==> config.mk <==
export PLATFORM = sky130hd
export DESIGN_NAME = ckf_noise
export DESIGN_NICKNAME = d
export VERILOG_FILES = /design/src/rtl/core/ckf_pkg.sv /design/src/rtl/core/ckf_mul.sv /design/src/rtl/core/ckf_noise.sv
export SDC_FILE = /design/constraint.sdc
export NUM_CORES = 2
export LEC_CHECK = 0
export BUFFER_PORTS_ARGS = -buffer_cell sky130_fd_sc_hd__buf_2
export CORE_MARGIN = 1.5
export CORE_UTILIZATION = 53
export CTS_CLUSTER_SIZE = 24
export DETAILED_ROUTE_END_ITERATION = 8
export MAX_ROUTING_LAYER = met4
export PLACE_DENSITY = 0.74
export SLEW_MARGIN = 40
export SYNTH_ARGS = -nofsm -noshare
export SYNTH_HDL_FRONTEND = slang
export SYNTH_SLANG_ARGS = --single-unit
==> constraint.sdc <==
create_clock -name clk -period 10.6 [get_ports clk]
set_input_delay 1.06 -clock clk [delete_from_list [all_inputs] [get_ports clk]]
set_output_delay 1.06 -clock clk [all_outputs]
set_load 0.01 [all_outputs]
==> src/rtl/core/ckf_pkg.sv <==
package ckf_pkg;

  localparam int NUM_JOINTS = 4;
  localparam int IO_W       = 32;
  localparam int TS_W       = 32;
  localparam int Q_W        = 32;
  localparam int R_W        = 40;
  localparam int CFG_W      = 40;
  localparam int CFG_IDX_W  = 3;
  localparam int ST_W       = 48;
  localparam int FR_W       = 40;
  localparam int MUL_W      = 64;

  localparam logic [ST_W-1:0] CMAX  = '1;
  localparam logic [ST_W-1:0] MAG47 = 48'h8000_0000_0000;
  localparam logic [ST_W-1:0] ONE40 = 48'h0100_0000_0000;

  localparam logic signed [49:0] S48MAX = 50'sd140737488355327;
  localparam logic signed [49:0] S48MIN = -50'sd140737488355328;
  localparam logic signed [47:0] S32MAX = 48'sd2147483647;
  localparam logic signed [47:0] S32MIN = -48'sd2147483648;

  localparam logic [TS_W-1:0] TS_RST  = 32'd42949673;
  localparam logic [Q_W-1:0]  Q_RST   = 32'd6553600;
  localparam logic [R_W-1:0]  R_RST   = 40'd109951163;
  localparam logic [R_W-1:0]  COV_RST = 40'd10995116278;

  typedef enum logic [CFG_IDX_W-1:0] {
    REG_STEP_TIME,
    REG_ACCEL_NOISE,
    REG_MEAS_NOISE,
    REG_START_COV,
    REG_START_POS_A,
    REG_START_POS_B,
    REG_START_POS_C,
    REG_START_POS_D
  } cfg_reg_t;

  typedef enum logic [1:0] {SH16, SH24, SH32, SH40} sh_t;

  typedef enum logic [2:0] {
    N_IDLE, N_TS2, N_TS3, N_TS4, N_Q4, N_Q3, N_Q2
  } noise_st_t;

  typedef enum logic [3:0] {
    L_IDLE, L_PRED, L_TPV, L_TVV2, L_TVV, L_DIV, L_CORP, L_CORV, L_UPP, L_UPV, L_UVV
  } lane_st_t;

  typedef enum logic [1:0] {T_IDLE, T_NOISE, T_LANES, T_OUT} top_st_t;

  typedef struct packed {
    logic [FR_W-1:0] ts2;
    logic [ST_W-1:0] q4;
    logic [ST_W-1:0] q3;
    logic [ST_W-1:0] q2;
  } noise_t;

  typedef struct packed {
    logic [TS_W-1:0] ts;
    logic [FR_W-1:0] ts2;
    logic [ST_W-1:0] q4;
    logic [ST_W-1:0] q3;
    logic [ST_W-1:0] q2;
    logic [R_W-1:0]  r;
  } lane_cfg_t;

  function automatic logic [ST_W-1:0] cmin(input logic [MUL_W-1:0] v);
    cmin = (v > {16'd0, CMAX}) ? CMAX : v[ST_W-1:0];
  endfunction

  function automatic logic [ST_W-1:0] cadd(input logic [ST_W-1:0] a, input logic [ST_W-1:0] b);
    logic [ST_W:0] s;
    s = {1'b0, a} + {1'b0, b};
    cadd = s[ST_W] ? CMAX : s[ST_W-1:0];
  endfunction

  function automatic logic [ST_W-1:0] csub(input logic [ST_W-1:0] a, input logic [ST_W-1:0] b);
    csub = (b > a) ? '0 : a - b;
  endfunction

  // truncated magnitude, capped at 2^47, with sign applied
  function automatic logic signed [48:0] smag(input logic [MUL_W-1:0] p, input logic neg);
    logic [ST_W-1:0] m;
    m = (p > {16'd0, MAG47}) ? MAG47 : p[ST_W-1:0];
    smag = neg ? -$signed({1'b0, m}) : $signed({1'b0, m});
  endfunction

  function automatic logic signed [47:0] sat48(input logic signed [49:0] v);
    if (v > S48MAX) sat48 = S48MAX[47:0];
    else if (v < S48MIN) sat48 = S48MIN[47:0];
    else sat48 = v[47:0];
  endfunction

  function automatic logic [IO_W-1:0] sat32(input logic signed [47:0] v);
    if (v > S32MAX) sat32 = S32MAX[IO_W-1:0];
    else if (v < S32MIN) sat32 = S32MIN[IO_W-1:0];
    else sat32 = v[IO_W-1:0];
  endfunction

  function automatic logic [IO_W-1:0] start_pos(input int j);
    case (j)
      0: start_pos = 32'd11391814;
      1: start_pos = 32'd11881104;
      2: start_pos = 32'd11480615;
      3: start_pos = 32'd10689519;
      default: start_pos = '0;
    endcase
  endfunction

endpackage

==> src/rtl/core/ckf_mul.sv <==
module ckf_mul (
  input  logic                       clk,
  input  logic                       rst_n,
  input  logic                       start,
  input  logic [ckf_pkg::MUL_W-1:0]  a,
  input  logic [ckf_pkg::MUL_W-1:0]  b,
  input  ckf_pkg::sh_t               sh,
  output logic                       done,
  output logic [ckf_pkg::MUL_W-1:0]  res
);
  import ckf_pkg::*;

  logic [MUL_W-1:0]   a_r, b_r;
  sh_t                sh_r;
  logic [2:0]         cnt_r;
  logic               busy_r, ppv_r, done_r;
  logic [1:0]         sel_r;
  logic [MUL_W-1:0]   pp_r;
  logic [2*MUL_W-1:0] acc_r, pp_ext, shf;
  logic [31:0]        ah, bh;

  // four 32x32 partial products, one per cycle
  always_comb begin
    ah = cnt_r[1] ? a_r[63:32] : a_r[31:0];
    bh = cnt_r[0] ? b_r[63:32] : b_r[31:0];
    unique case (sel_r)
      2'b00:        pp_ext = {64'd0, pp_r};
      2'b01, 2'b10: pp_ext = {32'd0, pp_r, 32'd0};
      2'b11:        pp_ext = {pp_r, 64'd0};
    endcase
  end

  always_ff @(posedge clk) begin
    if (!rst_n) begin
      busy_r <= 1'b0;
      ppv_r  <= 1'b0;
      done_r <= 1'b0;
      cnt_r  <= '0;
    end else begin
      done_r <= 1'b0;
      if (ppv_r) acc_r <= acc_r + pp_ext;
      if (start) begin
        busy_r <= 1'b1;
        ppv_r  <= 1'b0;
        cnt_r  <= '0;
        acc_r  <= '0;
        a_r    <= a;
        b_r    <= b;
        sh_r   <= sh;
      end else if (busy_r) begin
        if (cnt_r[2]) begin
          busy_r <= 1'b0;
          ppv_r  <= 1'b0;
          done_r <= 1'b1;
        end else begin
          pp_r  <= ah * bh;
          sel_r <= cnt_r[1:0];
          ppv_r <= 1'b1;
          cnt_r <= cnt_r + 3'd1;
        end
      end
    end
  end

  always_comb begin
    unique case (sh_r)
      SH16: shf = acc_r >> 16;
      SH24: shf = acc_r >> 24;
      SH32: shf = acc_r >> 32;
      SH40: shf = acc_r >> 40;
    endcase
    res = (|shf[2*MUL_W-1:MUL_W]) ? '1 : shf[MUL_W-1:0];
  end

  assign done = done_r;

endmodule

==> src/rtl/core/ckf_noise.sv <==
module ckf_noise (
  input  logic                     clk,
  input  logic                     rst_n,
  input  logic                     start,
  input  logic [ckf_pkg::TS_W-1:0] ts,
  input  logic [ckf_pkg::Q_W-1:0]  q,
  output logic                     done,
  output ckf_pkg::noise_t          nz
);
  import ckf_pkg::*;

  noise_st_t        st_r, st_nxt;
  logic             issued_r, done_r;
  logic [FR_W-1:0]  ts2_r, ts3_r, ts4_r;
  logic [ST_W-1:0]  q4_r, q3_r, q2_r;
  logic             mul_start, mul_done;
  logic [MUL_W-1:0] mul_a, mul_b, mul_res;
  sh_t              mul_sh;

  ckf_mul u_mul (
    .clk   (clk),
    .rst_n (rst_n),
    .start (mul_start),
    .a     (mul_a),
    .b     (mul_b),
    .sh    (mul_sh),
    .done  (mul_done),
    .res   (mul_res)
  );

  always_comb begin
    st_nxt = st_r;
    unique case (st_r)
      N_IDLE: if (start) st_nxt = N_TS2;
      N_TS2:  if (mul_done) st_nxt = N_TS3;
      N_TS3:  if (mul_done) st_nxt = N_TS4;
      N_TS4:  if (mul_done) st_nxt = N_Q4;
      N_Q4:   if (mul_done) st_nxt = N_Q3;
      N_Q3:   if (mul_done) st_nxt = N_Q2;
      N_Q2:   if (mul_done) st_nxt = N_IDLE;
    endcase
  end

  always_comb begin
    mul_start = (st_r != N_IDLE) && !issued_r;
    mul_a     = '0;
    mul_b     = '0;
    mul_sh    = SH16;
    unique case (st_r)
      N_IDLE: ;
      N_TS2: begin
        mul_a  = MUL_W'(ts);
        mul_b  = MUL_W'(ts);
        mul_sh = SH24;
      end
      N_TS3: begin
        mul_a  = MUL_W'(ts2_r);
        mul_b  = MUL_W'(ts);
        mul_sh = SH32;
      end
      N_TS4: begin
        mul_a  = MUL_W'(ts3_r);
        mul_b  = MUL_W'(ts);
        mul_sh = SH32;
      end
      N_Q4: begin
        mul_a = MUL_W'(q);
        mul_b = MUL_W'(ts4_r);
      end
      N_Q3: begin
        mul_a = MUL_W'(q);
        mul_b = MUL_W'(ts3_r);
      end
      N_Q2: begin
        mul_a = MUL_W'(q);
        mul_b = MUL_W'(ts2_r);
      end
    endcase
  end

  always_ff @(posedge clk) begin
    if (!rst_n) begin
      st_r     <= N_IDLE;
      issued_r <= 1'b0;
      done_r   <= 1'b0;
    end else begin
      st_r   <= st_nxt;
      done_r <= (st_r == N_Q2) && mul_done;
      if (mul_start) issued_r <= 1'b1;
      else if (mul_done) issued_r <= 1'b0;
      if (mul_done) begin
        unique case (st_r)
          N_IDLE: ;
          N_TS2:  ts2_r <= mul_res[FR_W-1:0];
          N_TS3:  ts3_r <= mul_res[FR_W-1:0];
          N_TS4:  ts4_r <= mul_res[FR_W-1:0];
          N_Q4:   q4_r  <= cmin({2'b00, mul_res[MUL_W-1:2]});
          N_Q3:   q3_r  <= cmin({1'b0, mul_res[MUL_W-1:1]});
          N_Q2:   q2_r  <= cmin({1'b0, mul_res[MUL_W-1:1]});
        endcase
      end
    end
  end

  assign done   = done_r;
  assign nz.ts2 = ts2_r;
  assign nz.q4  = q4_r;
  assign nz.q3  = q3_r;
  assign nz.q2  = q2_r;

endmodule

== Word level (Yosys, flattened, before mapping) ==
Index checks and enable logic that the tools add are counted.

* Add/sub/neg operators: 2
* $mul: 1
* Magnitude comparators: 2
* Eq/ne operators: 19
* Mux-type cells: 25
* Bitwise logic cells: 4
* Reductions and logical operators: 27

{| class="wikitable"
|+ Operator list
! operator !! number
|-
| $pmux W128 S4 || 1
|-
| $pmux W128 S3 || 1
|-
| $pmux W40 S4 || 2
|-
| $add A128 B128 Y128 || 1
|-
| $mux W128 || 1
|-
| $mul A32 B32 Y64 || 1
|-
| $mux W32 || 2
|-
| $mux W64 || 1
|-
| $reduce_or A64 Y1 || 1
|-
| $gt A63 B48 Y1 const B || 1
|-
| $gt A62 B48 Y1 const B || 1
|-
| $mux W48 || 1
|-
| $mux W3 || 8
|-
| $pmux W3 S7 || 1
|-
| $reduce_and A3 Y1 || 6
|-
| $ne A2 B1 Y1 const B || 6
|-
| $eq A3 B3 Y1 const B || 3
|-
| $reduce_or A3 Y1 || 3
|-
| $eq A2 B2 Y1 const B || 4
|-
| $reduce_and A7 Y1 || 1
|-
| $eq A3 B2 Y1 const B || 2
|-
| $mux W1 || 6
|-
| $reduce_and A2 Y1 || 3
|-
| $reduce_or A2 Y1 || 3
|-
| other kinds (13) || 20
|}

* Bits in registers: 599
* Input port bits: 67
* Output and inout port bits: 185
* Word-level logic and storage cells: 100

== Depth between registers and ports, before layout ==
* Depth in word-level cells: 6
* Depth in mapped cells: 34
* Gate-level depth less buffers: 30

== Hierarchy ==
A second synthesis with hierarchy kept.

* Cell total of the unflattened synthesis: 6780
* Area, all modules: 66666.4 µm²

{| class="wikitable"
|+ Modules (own cells, without submodules)
! module !! instances !! cells an instance !! area each (µm²) !! seq. area each (µm²)
|-
| ckf_mul || 1 || 5981 || 55201.7 || 9849.4
|-
| ckf_noise || 1 || 799 || 11464.7 || 8027.7
|}

== Worst setup path before layout ==
OpenSTA, ideal clock, no wires.

* Kind: reg2reg
* From: reg u_mul.cnt_r[0]
* To: reg u_mul.pp_r[60], data pin
* Setup time: 0.265 ns
* Arrival time: 8.591 ns
* Data required time: 10.335 ns
* Slack: 1.744 ns
* Stages on the path, launching flop included: 32
* Buffers on the path: 4
* Clock period less this slack: 8.856 ns
* Cells stage by stage: dfxtp_1 clkbuf_1 clkbuf_1 mux2i_1 clkbuf_1 nor2_1 fa_1 fa_1 fa_1 inv_1 fa_1 inv_1 fa_1 fa_1 fa_1 inv_1 fa_1 inv_1 ha_1 clkbuf_1 a21o_1 a21o_1 a21oi_1 o21ai_0 a221oi_1 nand2_1 o21ai_1 o21ai_0 a311o_1 a311oi_1 o21ai_0 xor2_1

* Longest elaborated chain between the ends: 2

{| class="wikitable"
|+ Ends and longest elaborated chain
! item !! RTL line !! source
|-
| start: declaration || ckf_mul.sv:15 || <nowiki>logic [2:0] cnt_r;</nowiki>
|-
| start signal: assignment || ckf_mul.sv:59 || <nowiki>cnt_r <= cnt_r + 3'd1;</nowiki>
|-
| $mux W32 || ckf_mul.sv:25 || <nowiki>bh = cnt_r[0] ? b_r[63:32] : b_r[31:0];</nowiki>
|-
| $mul A32 B32 Y64 || ckf_mul.sv:56 || <nowiki>pp_r <= ah * bh;</nowiki>
|-
| end signal: assignment || ckf_mul.sv:56 ||
|-
| end: declaration || ckf_mul.sv:18 || <nowiki>logic [MUL_W-1:0] pp_r;</nowiki>
|}

No other way between the ends.
A chain may end at the register's enable or synchronous reset.

== Worst setup path in the final report ==
* From: reg u_mul.cnt_r[0]
* To: reg u_mul.pp_r[62], data pin

The elaborated chain is that of the path after synthesis.

==> key figures <==
Setup path
  • Buf+Inv Stages, Crit Path: 6
  • Crit path DAT: 10.46 ns
  • Slowest-stage cell, CP: dfxtp_2
  • Classification of the worst setup path: reg -> reg
  • Worst-path maximum fanout: 32
  • Required time worst endpoint: 11.01 ns
  • Worst setup EP type: flip-flop
  • CP delay by family, top: adder cells
  • FF-to-FF setup slack: 0.55 ns
  • Startpoint Class: flip-flop
  • Max incr delay on CP: 0.89 ns
  • CP dominant cell by count: fa_1

Synth
  • Synth Area per Inst: 9.53 µm²
  • Syn nets: 7969
  • Synth warn: 0
  • Sequential-to-total area share from yosys stat: 0.261
  • EDFF count, synth: 540
  • Dominant cells by area after synthesis: fa_1 (28%), edfxtp_1 (26%), ha_1 (7.8%), inv_1 (5.7%), nand2_1 (5.1%)
  • Post-synth top area share: 0.285
  • #FFs+latches synth: 551
  • Top_reg_cell synth: edfxtp_1
  • Synth area leader: fa_1
  • Ys async rst share: 0
  • Synth cell types: 91
  • Mapped Cells: 6612
  • Cell area after synthesis: 0.0630 mm²

CTS
  • Clock Path Buffers: 3
  • CTS HTree Levels: 2
  • Post-CTS resize count: 0
  • Sink Count: 551
  • Worst-Skew Late Latency: 0.70 ns
  • Setup bufs post-CTS: 0
  • CTS clk-pin slew, worst paths: 0.06 ns
  • Cts hold-fix bufs: 0
  • CTS tree: done
  • CTS Buf Count: 61
  • Root buf cell: clkbuf_16

GRT
  • Total congestion overflow: 0
  • Largest net degree at the start of global routing: 73
  • Initial antenna violation count: 14
  • First-pass GRT wire length: 348 mm
  • Total track usage: 0.409
  • Number of global-route vias before repair: 51600

Detailed routing
  • Via count: 51300
  • WL final: 239 mm
  • Routed wire per std cell: 28.7 µm
  • Final ANT Viol Nets: 0
  • Drt pass-1 iters: 6
  • 1st-iter DRT viols: 6257
  • Via/cell ratio: 6.15
  • Drt drc: 0

Finish
  • Most common cell after layout, fill and taps aside: inv_1
  • Most frequent cells in the layout: inv_1 (955), fa_1 (897), nand2_1 (854)
  • Area Growth Syn to Fin: 8.71%
  • Nets@finish: 8092
  • Final non-filler cell total: 8339
  • Layout cells sized above 1: 0.101

Die
  • IO Pins: 252
  • Die Y: 348 µm
  • Initial Util: 0.534
  • Total die area: 0.121 mm²
  • Rows: 126
  • Die W: 348 µm
  • Core Region: 0.118 mm²

Timing
  • Final Hold Vio Count: 0
  • Peak Freq: 99.5 MHz
  • Hold slack final: 0.496 ns
  • Final worst slack: 0.547 ns
  • Total negative slack: 0 ns
  • Tcrit/Tclk final: 0.948
  • Worst slew pin tran: 0.935 ns
  • Final Setup Violations: 0
  • Unrepaired setup endpoints after global routing: false
  • Final Max Tran Viols: 0
  • Max-slew headroom: 0.376
  • Min Tclk post-route: 10.05 ns
  • Final Skew: 0.0334 ns

Placed design
  • Dpl ws: 0.762 ns
  • RD Place Congestion: 1.06
  • # placed instances: 8208
  • Final HPWL DP: 194 mm
  • PortBufs: 251

Job
  • Max cap viols: 0

Run status
  • Status: finished clean

Min path
  • Worst Hold Class: reg -> reg
[final timing paths]
| check | start | to | cells past startpoint |
|---|---|---|---|
| worst max-delay path | u_mul.cnt_r[0] | u_mul.pp_r[62] | 29 |
| worst min-delay path | u_mul.ppv_r | u_mul.ppv_r | 2 |
| worst max register to register | u_mul.cnt_r[0] | u_mul.pp_r[62] | 29 |
| worst min register to register | u_mul.ppv_r | u_mul.ppv_r | 2 |
[through the flow]
stage | utilization | cell area (µm²)
2_1_floorplan | - | 63000
3_3_place_gp | 0.563 | 66400
3_5_place_dp | 0.563 | 66400
4_1_cts | 0.580 | 68400
5_1_grt | 0.581 | 68500
6_report | 0.581 | 68500
[final cells by class]
cell class	instances	area (µm²)
tap	1536	1920
inverter	955	3580
timing repair buffer	451	2800
multi-input combinational	4715	41700
fill	10200	49400
clock buffer	65	1540
sequential	551	16400
clock inverter	48	467
antenna	18	45.0
[sequential cells by signal (all words and copies together) (netlist names)]
register      cells
u_mul.sh_r        2
ts3_r            40
u_mul.ppv_r       1
u_mul.cnt_r       3
u_mul.pp_r       64
ts4_r            40
done              1
q3_r             48
u_mul.acc_r     128
u_mul.b_r        40
u_mul.sel_r       2
q4_r             48
ts2_r            40
u_mul.done        1
st_r              3
q2_r             48
u_mul.a_r        40
u_mul.busy_r      1
issued_r          1
[kinds of logic (layout without fill, tap and decap cells)]
| kind of cell | Yosys count | in the layout | synth area share |
|---|---|---|---|
| AO/OA/AOI/OAI | 974 | 974 | 0.104 |
| XOR/XNOR | 183 | 183 | 0.0254 |
| adder cells (fa/ha/maj) | 1290 | 1290 | 0.363 |
| buffers and inverters | 1346 | 1519 | 0.0811 |
| flip-flops | 551 | 551 | 0.261 |
| multiplexers | 106 | 106 | 0.0178 |
| other | 0 | 18 | 0 |
| AND/OR/NAND/NOR | 2162 | 2162 | 0.148 |
[layer usage]
metal | track usage | vias up | share of wire
met5 | - | - | 0
met4 | 0.170 | 0 | 0.053
met3 | 0.138 | 627 | 0.14
met2 | 0.574 | 3224 | 0.42
met1 | 0.540 | 25700 | 0.39
li1 | - | 21700 | -
[cell usage after synthesis (40+ instances only)]
master,count
edfxtp_1,540
a22oi_1,129
nor2_1,830
nand2b_1,77
and2_1,85
ha_1,393
nand2_1,854
a21o_1,137
a21oi_1,249
a22o_1,64
xnor2_1,113
xor2_1,70
inv_1,955
mux2i_1,57
clkbuf_1,319
buf_1,40
o21ai_0,154
fa_1,897
nor2b_1,76
mux2_2,49
nand4_1,63
[worst reg2reg max path: cells and delay by family, from the launching register on]
kind,cells,cell delay (ns)
AOI/OAI and AO/OA,10,2.46
xor gates and xnor gates,1,0.18
adders and majority gates,9,4.42
buffers and inverters,6,0.80
DFF,1,0.89
muxes,1,0.66
and+or+nand+nor,2,0.36
Power is not shown: default switching activity piles up to over one toggle a cycle in this logic, so the estimate is an artifact.
